===== src/rtl/aeskw_pkg.sv =====
// Shared types, constants and AES byte functions for the key wrap block.
// Used by every module of the block but aeskw_ram; depends on nothing.
`default_nettype none
package aeskw_pkg;

	localparam int MAX_BLOCKS = 32;
	localparam int ADDR_W     = $clog2(MAX_BLOCKS);
	localparam int CNT_W      = $clog2(MAX_BLOCKS + 1);
	localparam int T_W        = $clog2(6 * MAX_BLOCKS + 1);
	localparam int WORD_W     = 64;
	localparam int CFG_IDX_W  = 3;
	localparam int RK_ROWS    = 15;
	localparam int RK_IDX_W   = 4;

	localparam logic [2:0] CFG_KEY0 = 3'd0;
	localparam logic [2:0] CFG_KEY1 = 3'd1;
	localparam logic [2:0] CFG_KEY2 = 3'd2;
	localparam logic [2:0] CFG_KEY3 = 3'd3;
	localparam logic [2:0] CFG_KSIZE = 3'd4;
	localparam logic [2:0] CFG_IV = 3'd5;
	localparam logic [2:0] CFG_DIR = 3'd6;

	localparam logic [1:0] ST_OK    = 2'd0;
	localparam logic [1:0] ST_INTEG = 2'd1;
	localparam logic [1:0] ST_LEN   = 2'd2;

	localparam logic [1:0] KS_128 = 2'd0;
	localparam logic [1:0] KS_192 = 2'd1;

	localparam logic [63:0] IV_RESET = {8{8'hA6}};

	typedef enum logic [3:0] {
		S_LOAD, S_KEXP, S_STEP_RD, S_STEP_GO, S_STEP_WAIT,
		S_FIN, S_OUT_RD, S_OUT_LD, S_OUT_V
	} state_t;

	typedef enum logic [1:0] {OSEL_A, OSEL_RAM, OSEL_ZERO} out_sel_t;
	typedef enum logic {WSEL_IN, WSEL_AES} wsel_t;

	typedef struct packed {
		logic              ram_we;
		logic [ADDR_W-1:0] ram_waddr;
		wsel_t             ram_wsel;
		logic [ADDR_W-1:0] ram_raddr;
		logic              a_load_in;
		logic              a_load_iv;
		logic              a_update;
		logic              kexp_start;
		logic              op_start;
		logic              dec;
		logic [T_W-1:0]    t;
		logic              out_load;
		out_sel_t          out_sel;
		logic [1:0]        out_status;
		logic              out_last;
	} cmd_t;

	typedef struct packed {
		logic kexp_done;
		logic op_done;
		logic a_eq_iv;
		logic cfg_dir;
	} sts_t;

	localparam logic [2047:0] SBOX_V = {
		128'h637c777bf26b6fc53001672bfed7ab76, 128'hca82c97dfa5947f0add4a2af9ca472c0,
		128'hb7fd9326363ff7cc34a5e5f171d83115, 128'h04c723c31896059a071280e2eb27b275,
		128'h09832c1a1b6e5aa0523bd6b329e32f84, 128'h53d100ed20fcb15b6acbbe394a4c58cf,
		128'hd0efaafb434d338545f9027f503c9fa8, 128'h51a3408f929d38f5bcb6da2110fff3d2,
		128'hcd0c13ec5f974417c4a77e3d645d1973, 128'h60814fdc222a908846eeb814de5e0bdb,
		128'he0323a0a4906245cc2d3ac629195e479, 128'he7c8376d8dd54ea96c56f4ea657aae08,
		128'hba78252e1ca6b4c6e8dd741f4bbd8b8a, 128'h703eb5664803f60e613557b986c11d9e,
		128'he1f8981169d98e949b1e87e9ce5528df, 128'h8ca1890dbfe6426841992d0fb054bb16};

	localparam logic [2047:0] ISBOX_V = {
		128'h52096ad53036a538bf40a39e81f3d7fb, 128'h7ce339829b2fff87348e4344c4dee9cb,
		128'h547b9432a6c2233dee4c950b42fac34e, 128'h082ea16628d924b2765ba2496d8bd125,
		128'h72f8f66486689816d4a45ccc5d65b692, 128'h6c704850fdedb9da5e154657a78d9d84,
		128'h90d8ab008cbcd30af7e45805b8b34506, 128'hd02c1e8fca3f0f02c1afbd0301138a6b,
		128'h3a9111414f67dcea97f2cfcef0b4e673, 128'h96ac7422e7ad3585e2f937e81c75df6e,
		128'h47f11a711d29c5896fb7620eaa18be1b, 128'hfc563e4bc6d279209adbc0fe78cd5af4,
		128'h1fdda8338807c731b11210592780ec5f, 128'h60517fa919b54a0d2de57a9f93c99cef,
		128'ha0e03b4dae2af5b0c8ebbb3c83539961, 128'h172b047eba77d626e169146355210c7d};

	function automatic logic [7:0] sbox(input logic [7:0] x);
		return SBOX_V[8 * (255 - int'(x)) +: 8];
	endfunction

	function automatic logic [7:0] isbox(input logic [7:0] x);
		return ISBOX_V[8 * (255 - int'(x)) +: 8];
	endfunction

	function automatic logic [7:0] xtime(input logic [7:0] x);
		return {x[6:0], 1'b0} ^ (x[7] ? 8'h1b : 8'h00);
	endfunction

	function automatic logic [127:0] sub_bytes(input logic [127:0] s);
		logic [127:0] r;
		for (int b = 0; b < 16; b++) r[8 * b +: 8] = sbox(s[8 * b +: 8]);
		return r;
	endfunction

	function automatic logic [127:0] inv_sub_bytes(input logic [127:0] s);
		logic [127:0] r;
		for (int b = 0; b < 16; b++) r[8 * b +: 8] = isbox(s[8 * b +: 8]);
		return r;
	endfunction

	// byte b of the state sits at bits [8*(15-b) +: 8]
	function automatic logic [127:0] shift_rows(input logic [127:0] s);
		logic [127:0] r;
		for (int c = 0; c < 4; c++)
			for (int k = 0; k < 4; k++)
				r[8 * (15 - (c * 4 + k)) +: 8] = s[8 * (15 - (((c + k) % 4) * 4 + k)) +: 8];
		return r;
	endfunction

	function automatic logic [127:0] inv_shift_rows(input logic [127:0] s);
		logic [127:0] r;
		for (int c = 0; c < 4; c++)
			for (int k = 0; k < 4; k++)
				r[8 * (15 - (((c + k) % 4) * 4 + k)) +: 8] = s[8 * (15 - (c * 4 + k)) +: 8];
		return r;
	endfunction

	function automatic logic [127:0] mix_columns(input logic [127:0] s);
		logic [127:0] r;
		logic [7:0] a0, a1, a2, a3;
		for (int c = 0; c < 4; c++) begin
			a0 = s[8 * (15 - c * 4) +: 8];
			a1 = s[8 * (14 - c * 4) +: 8];
			a2 = s[8 * (13 - c * 4) +: 8];
			a3 = s[8 * (12 - c * 4) +: 8];
			r[8 * (15 - c * 4) +: 8] = xtime(a0) ^ xtime(a1) ^ a1 ^ a2 ^ a3;
			r[8 * (14 - c * 4) +: 8] = a0 ^ xtime(a1) ^ xtime(a2) ^ a2 ^ a3;
			r[8 * (13 - c * 4) +: 8] = a0 ^ a1 ^ xtime(a2) ^ xtime(a3) ^ a3;
			r[8 * (12 - c * 4) +: 8] = xtime(a0) ^ a0 ^ a1 ^ a2 ^ xtime(a3);
		end
		return r;
	endfunction

	function automatic logic [7:0] gm9(input logic [7:0] x);
		return xtime(xtime(xtime(x))) ^ x;
	endfunction

	function automatic logic [7:0] gm11(input logic [7:0] x);
		return xtime(xtime(xtime(x))) ^ xtime(x) ^ x;
	endfunction

	function automatic logic [7:0] gm13(input logic [7:0] x);
		return xtime(xtime(xtime(x))) ^ xtime(xtime(x)) ^ x;
	endfunction

	function automatic logic [7:0] gm14(input logic [7:0] x);
		return xtime(xtime(xtime(x))) ^ xtime(xtime(x)) ^ xtime(x);
	endfunction

	function automatic logic [127:0] inv_mix_columns(input logic [127:0] s);
		logic [127:0] r;
		logic [7:0] a0, a1, a2, a3;
		for (int c = 0; c < 4; c++) begin
			a0 = s[8 * (15 - c * 4) +: 8];
			a1 = s[8 * (14 - c * 4) +: 8];
			a2 = s[8 * (13 - c * 4) +: 8];
			a3 = s[8 * (12 - c * 4) +: 8];
			r[8 * (15 - c * 4) +: 8] = gm14(a0) ^ gm11(a1) ^ gm13(a2) ^ gm9(a3);
			r[8 * (14 - c * 4) +: 8] = gm9(a0) ^ gm14(a1) ^ gm11(a2) ^ gm13(a3);
			r[8 * (13 - c * 4) +: 8] = gm13(a0) ^ gm9(a1) ^ gm14(a2) ^ gm11(a3);
			r[8 * (12 - c * 4) +: 8] = gm11(a0) ^ gm13(a1) ^ gm9(a2) ^ gm14(a3);
		end
		return r;
	endfunction

endpackage
`default_nettype wire


===== src/rtl/aeskw_ctrl.sv =====
// Controller: frame loading, pass and block sequencing, result emission.
// Depends on aeskw_pkg; drives aeskw_dp through cmd_t.
`default_nettype none
module aeskw_ctrl (
	input  wire logic              clk,
	input  wire logic              arst_n,
	input  wire logic              in_valid,
	input  wire logic              in_last,
	output logic                   in_ready,
	output logic                   out_valid,
	input  wire logic              out_ready,
	input  wire aeskw_pkg::sts_t   sts,
	output aeskw_pkg::cmd_t        cmd
);
	localparam int AW = aeskw_pkg::ADDR_W;
	localparam int CW = aeskw_pkg::CNT_W;
	localparam int TW = aeskw_pkg::T_W;

	aeskw_pkg::state_t state_q, state_n;
	logic          frame_q, frame_n, dir_q, dir_n, hdr_q, hdr_n, ovf_q, ovf_n;
	logic          lastout_q, lastout_n;
	logic [CW-1:0] wcnt_q, wcnt_n, n_q, n_n;
	logic [AW-1:0] idx_q, idx_n, k_q, k_n;
	logic [2:0]    pass_q, pass_n;
	logic [TW-1:0] t_q, t_n;
	logic          cur_dir, cur_hdr, cur_ovf, step_end;
	logic [CW-1:0] cur_wcnt;
	logic [AW-1:0] nm1;

	always_ff @(posedge clk or negedge arst_n) begin
		if (!arst_n) begin
			state_q <= aeskw_pkg::S_LOAD;
			frame_q <= 1'b0;
			dir_q <= 1'b0;
			hdr_q <= 1'b0;
			ovf_q <= 1'b0;
			lastout_q <= 1'b0;
			wcnt_q <= '0;
			n_q <= '0;
			idx_q <= '0;
			k_q <= '0;
			pass_q <= '0;
			t_q <= '0;
		end else begin
			state_q <= state_n;
			frame_q <= frame_n;
			dir_q <= dir_n;
			hdr_q <= hdr_n;
			ovf_q <= ovf_n;
			lastout_q <= lastout_n;
			wcnt_q <= wcnt_n;
			n_q <= n_n;
			idx_q <= idx_n;
			k_q <= k_n;
			pass_q <= pass_n;
			t_q <= t_n;
		end
	end

	assign cur_dir = frame_q ? dir_q : sts.cfg_dir;
	assign cur_hdr = frame_q && hdr_q;
	assign cur_ovf = frame_q && ovf_q;
	assign cur_wcnt = frame_q ? wcnt_q : '0;
	assign nm1 = AW'(n_q - CW'(1));
	assign step_end = dir_q ? (idx_q == '0 && pass_q == 3'd0)
		: (idx_q == nm1 && pass_q == 3'd5);

	always_comb begin
		state_n = state_q;
		frame_n = frame_q;
		dir_n = dir_q;
		hdr_n = hdr_q;
		ovf_n = ovf_q;
		lastout_n = lastout_q;
		wcnt_n = wcnt_q;
		n_n = n_q;
		idx_n = idx_q;
		k_n = k_q;
		pass_n = pass_q;
		t_n = t_q;
		in_ready = 1'b0;
		out_valid = 1'b0;
		cmd = '0;
		cmd.dec = dir_q;
		cmd.t = t_q;
		cmd.ram_raddr = idx_q;
		cmd.ram_waddr = idx_q;
		cmd.ram_wsel = aeskw_pkg::WSEL_AES;
		cmd.out_sel = aeskw_pkg::OSEL_ZERO;
		cmd.out_status = aeskw_pkg::ST_OK;

		case (state_q)
			aeskw_pkg::S_LOAD: begin
				in_ready = 1'b1;
				if (in_valid) begin
					dir_n = cur_dir;
					hdr_n = cur_hdr;
					ovf_n = cur_ovf;
					wcnt_n = cur_wcnt;
					if (cur_dir && !cur_hdr) begin
						cmd.a_load_in = 1'b1;
						hdr_n = 1'b1;
					end else if (cur_wcnt < CW'(aeskw_pkg::MAX_BLOCKS)) begin
						cmd.ram_we = 1'b1;
						cmd.ram_waddr = cur_wcnt[AW-1:0];
						cmd.ram_wsel = aeskw_pkg::WSEL_IN;
						wcnt_n = cur_wcnt + CW'(1);
					end else begin
						ovf_n = 1'b1;
					end
					if (in_last) begin
						frame_n = 1'b0;
						n_n = wcnt_n;
						if (ovf_n || wcnt_n == '0) begin
							cmd.out_load = 1'b1;
							cmd.out_sel = aeskw_pkg::OSEL_ZERO;
							cmd.out_status = aeskw_pkg::ST_LEN;
							cmd.out_last = 1'b1;
							lastout_n = 1'b1;
							state_n = aeskw_pkg::S_OUT_V;
						end else begin
							cmd.kexp_start = 1'b1;
							state_n = aeskw_pkg::S_KEXP;
						end
					end else begin
						frame_n = 1'b1;
					end
				end
			end
			aeskw_pkg::S_KEXP: begin
				if (sts.kexp_done) begin
					if (dir_q) begin
						t_n = TW'({n_q, 2'b00}) + TW'({n_q, 1'b0});
						idx_n = nm1;
						pass_n = 3'd5;
					end else begin
						cmd.a_load_iv = 1'b1;
						t_n = TW'(1);
						idx_n = '0;
						pass_n = 3'd0;
					end
					state_n = aeskw_pkg::S_STEP_RD;
				end
			end
			aeskw_pkg::S_STEP_RD: state_n = aeskw_pkg::S_STEP_GO;
			aeskw_pkg::S_STEP_GO: begin
				cmd.op_start = 1'b1;
				state_n = aeskw_pkg::S_STEP_WAIT;
			end
			aeskw_pkg::S_STEP_WAIT: begin
				if (sts.op_done) begin
					cmd.a_update = 1'b1;
					cmd.ram_we = 1'b1;
					if (step_end) begin
						state_n = aeskw_pkg::S_FIN;
					end else begin
						state_n = aeskw_pkg::S_STEP_RD;
						if (dir_q) begin
							t_n = t_q - TW'(1);
							if (idx_q == '0) begin
								idx_n = nm1;
								pass_n = pass_q - 3'd1;
							end else idx_n = idx_q - AW'(1);
						end else begin
							t_n = t_q + TW'(1);
							if (idx_q == nm1) begin
								idx_n = '0;
								pass_n = pass_q + 3'd1;
							end else idx_n = idx_q + AW'(1);
						end
					end
				end
			end
			aeskw_pkg::S_FIN: begin
				k_n = '0;
				if (!dir_q) begin
					cmd.out_load = 1'b1;
					cmd.out_sel = aeskw_pkg::OSEL_A;
					lastout_n = 1'b0;
					state_n = aeskw_pkg::S_OUT_V;
				end else if (sts.a_eq_iv) begin
					state_n = aeskw_pkg::S_OUT_RD;
				end else begin
					cmd.out_load = 1'b1;
					cmd.out_status = aeskw_pkg::ST_INTEG;
					cmd.out_last = 1'b1;
					lastout_n = 1'b1;
					state_n = aeskw_pkg::S_OUT_V;
				end
			end
			aeskw_pkg::S_OUT_RD: begin
				cmd.ram_raddr = k_q;
				state_n = aeskw_pkg::S_OUT_LD;
			end
			aeskw_pkg::S_OUT_LD: begin
				cmd.out_load = 1'b1;
				cmd.out_sel = aeskw_pkg::OSEL_RAM;
				cmd.out_last = k_q == nm1;
				lastout_n = k_q == nm1;
				k_n = k_q + AW'(1);
				state_n = aeskw_pkg::S_OUT_V;
			end
			aeskw_pkg::S_OUT_V: begin
				out_valid = 1'b1;
				if (out_ready) state_n = lastout_q ? aeskw_pkg::S_LOAD : aeskw_pkg::S_OUT_RD;
			end
			default: state_n = aeskw_pkg::S_LOAD;
		endcase
	end
endmodule
`default_nettype wire


===== config.mk =====
export PLATFORM = sky130hd
export DESIGN_NAME = aeskw_ctrl
export DESIGN_NICKNAME = d
export VERILOG_FILES = /design/src/rtl/aeskw_pkg.sv /design/src/rtl/aeskw_ctrl.sv
export SDC_FILE = /design/constraint.sdc
export NUM_CORES = 1
export LEC_CHECK = 0
export ABC_AREA = 1
export BUFFER_PORTS_ARGS = -buffer_cell sky130_fd_sc_hd__buf_2
export CAP_MARGIN = 20
export CORE_UTILIZATION = 50
export CTS_CLUSTER_SIZE = 20
export DETAILED_ROUTE_END_ITERATION = 8
export GPL_TIMING_DRIVEN = 0
export MAX_ROUTING_LAYER = met4
export PLACE_DENSITY = 0.7
export SYNTH_ARGS = -nofsm -noshare
export SYNTH_HDL_FRONTEND = slang
export SYNTH_SLANG_ARGS = --single-unit

===== constraint.sdc =====
create_clock -name clk -period 4.5 [get_ports clk]
set_clock_uncertainty 0.1 [all_clocks]
set_input_delay 0.9 -clock clk [delete_from_list [all_inputs] [get_ports clk]]
set_output_delay 0.9 -clock clk [all_outputs]
set_load 0.02 [all_outputs]

==> results.sh <==
export IMPL_status="complete, no violations"
export IMPL_core_area_sq_um=6459
export IMPL_finalCritPeriodShare=0.7723
export IMPL_synth_cells=507
export IMPL_cp_arrival_ps=2480
export IMPL_firstDrtPassIters=7
export IMPL_grt_usage=0.2633
export IMPL_critical_path_class="register to output pin"
export IMPL_totalWireLength_microns=8505
export IMPL_antenna_cells=0
export IMPL_post_cts_setup_buffers=0
export IMPL_slew_viol_final=0
export IMPL_fp_dieH_microns=84.59
export IMPL_wl_per_cell_microns=13.41
export IMPL_num_io_pins=43
export IMPL_layout_nets=587
export IMPL_hold_viol=0
export IMPL_async_flop_share=1.000
export IMPL_postSynthAreaPerCell_sq_um=6.727
export IMPL_cp_end_kind="output pin"
export IMPL_min_period_ps=3475
export IMPL_viasPerCell=5.361
export IMPL_synth_edf_count=0
export IMPL_synth_ff_type="dfrtp_1"
export IMPL_m1WireLength_microns=4101
export IMPL_areaGrowthSynthToFinish_pct=11.67
export IMPL_grt_max_degree=43
export IMPL_vias=3399
export IMPL_multi_input_area_sq_um=2048
export IMPL_grt_antenna_before_repair=0
export IMPL_setup_viol=0
export IMPL_layout_drive_gt1_share=0.1580
export IMPL_placed_cells=626
export IMPL_dp_hpwl_microns=6588
export IMPL_worstPathRequired_ps=3500
export IMPL_yosysWarnings=0
export IMPL_leakagePower_nw=2.157
export IMPL_start_util=0.5281
export IMPL_die_area_sq_um=7155
export IMPL_hold_path_class="register to register"
export IMPL_hold_buffers=0
export IMPL_synth_fp_nets=538
export IMPL_clock_fmax_mhz=287.7
export IMPL_cts_path_max_buffers=2
export IMPL_nFillCells=637
export IMPL_syn_cell_area_sq_um=3411
export IMPL_cp_max_fo=12
export IMPL_ir_drop_v=0.0004293
export IMPL_overflow=0
export IMPL_cp_start_kind="register"
export IMPL_die_x_microns=84.59
export IMPL_wl_met2_microns=3796
export IMPL_port_buffers=42
export IMPL_grt_pass1_vias=3098
export IMPL_clock_latency_ps=310
export IMPL_grt_setup_unrepaired="no"
export IMPL_synth_top_area_share=0.3081
export IMPL_htree_num_levels=2
export IMPL_worst_slew_pin_slew_ps=952.8
export IMPL_setup_tns_ps=0
export IMPL_ys_types=39
export IMPL_cts_root_buf="clkbuf_8"
export IMPL_drt_iter0_markers=234
export IMPL_top_layer_used="met4"
export IMPL_stdcell_count=634
export IMPL_yosysSeqAreaShare=0.3081
export IMPL_grt_pass1_wl_microns=14520
export IMPL_cap_viol_max_count=0
export IMPL_routabilityCongestion=0.9346
export IMPL_regArea_sq_um=1051
export IMPL_drc=0
export IMPL_post_cts_resize_count=0
export IMPL_drtAntennaViolNets=0
export IMPL_wl_met3_microns=487
export IMPL_clock_sinks=42
export IMPL_p_per_area_nw_per_um2=709.8
export IMPL_synth_area_leaders="dfrtp_1 (31%), nand2_1 (19%), ha_1 (7.0%)"
export IMPL_cts_buffers=5
export IMPL_cts_tree="yes"
export IMPL_ys_ff_latch=42
export IMPL_clk_pin_slew_ps=80
export IMPL_utilization=0.5897
export IMPL_max_slew_margin=0.3648
export IMPL_synth_top_area_cell="dfrtp_1"
export IMPL_rows=29
==> report_power, final <==
group	total (mW)	switching [mW]	internal (mW)	leakage [nW]
logic	1.78	1.19	0.588	1.55
clock network	0.268	0.144	0.124	0.0482
registers	0.659	0.154	0.506	0.554
total	2.70	1.49	1.22	2.16
==> sequential cells by signal (all words and copies together) (netlist names) <==
name and flops:
dir_q 1, frame_q 1, hdr_q 1, idx_q 5, k_q 5, lastout_q 1
n_q 6, ovf_q 1, pass_q 3, state_q 4, t_q 8, wcnt_q 6
==> area by class of cell <==
type | count | share of cell area
Multi-Input combinational cell | 388 | 0.5378
Sequential cell | 42 | 0.2760
Inverter | 66 | 0.06505
Timing Repair Buffer | 42 | 0.05519
Tap cell | 77 | 0.02530
Clock buffer | 7 | 0.02267
Buffer | 11 | 0.01675
Clock inverter | 1 | 0.001314
==> Yosys cell counts, types with 2 or more instances <==
master / number
nand3_1: 36
or2_2: 3
nor2_1: 36
o211ai_1: 4
nor2_8: 2
nor2_4: 3
nand4_1: 5
nor2_2: 3
inv_1: 53
clkbuf_1: 3
o22ai_1: 3
xnor2_1: 2
nand2_2: 3
inv_2: 13
nor3_1: 5
o21ai_0: 34
a21oi_1: 21
dfrtp_1: 42
o21ai_2: 2
nand2_1: 172
fa_1: 3
buf_2: 3
nand3b_1: 3
buf_4: 3
o21ai_1: 9
ha_1: 19
xor2_1: 10
==> metrics by stage <==
stage / area, sq um / worst slack, ps / power, mW / hold slack, ps
2_1_floorplan: 3411 / 1606 / 1.969 / 347.9
3_3_place_gp: 3717 / 1272 / 2.390 / 369.5
3_5_place_dp: 3717 / 1257 / 2.425 / 380.2
4_1_cts: 3809 / 1030 / 2.702 / 394.3
5_1_grt: 3809 / 830.6 / 2.975 / 412.0
6_report: 3809 / 1025 / 2.704 / 397.1
==> path summary, 6_finish.rpt <==
check	from	to	slack (ps)	cells after the start
min in group asynchronous	arst_n	t_q[6]$_DFFE_PN0P_	640	1
worst min-delay path	k_q[4]$_DFFE_PN0P_	k_q[4]$_DFFE_PN0P_	400	1
worst min register to register	k_q[4]$_DFFE_PN0P_	k_q[4]$_DFFE_PN0P_	400	1
max in group asynchronous	arst_n	k_q[3]$_DFFE_PN0P_	3080	1
worst max register to register	n_q[0]$_DFFE_PN0P_	t_q[2]$_DFFE_PN0P_	2000	13
worst max-delay path	dir_q$_DFFE_PN0P_	cmd[0]	1020	13
==> worst max-delay path, cell delays in order, from the launching register on <==
cell and delay [ps]:
dfrtp_1 670, inv_2 210, nand2_1 140, nand3_2 130
nand2_1 90, nand2_1 100, nor2_1 120, nand2_1 60
nor2_1 80, nand3_1 120, nand2_1 140, nand2_2 110
nand2_1 70, buf_2 150
==> per-layer routing <==
| metal | vias to the layer above | track usage |
|---|---|---|
| met4 | 0 | 0.06934 |
| met2 | 98 | 0.4169 |
| li1 | 1732 | - |
| met1 | 1558 | 0.3572 |
| met5 | - | - |
| met3 | 11 | 0.03343 |
==> kinds of logic after synthesis <==
group | share of synthesized area
AND/OR/NAND/NOR | 0.3544
AO/OA/AOI/OAI | 0.1280
buffers and inverters | 0.09134
flip-flops | 0.3081
adder cells (fa/ha/maj) | 0.08731
XOR/XNOR | 0.03081
==> cells in the final DEF, fill, tap and decap left out, drive strengths merged, types with 10 or more instances in the layout <==
cell type / n
a21oi: 21
buf: 50
clkbuf: 10
dfrtp: 42
ha: 19
inv: 66
nand2: 175
nand3: 37
nor2: 44
o21ai: 45
xor2: 10
Power figures use the tool's default switching activity.
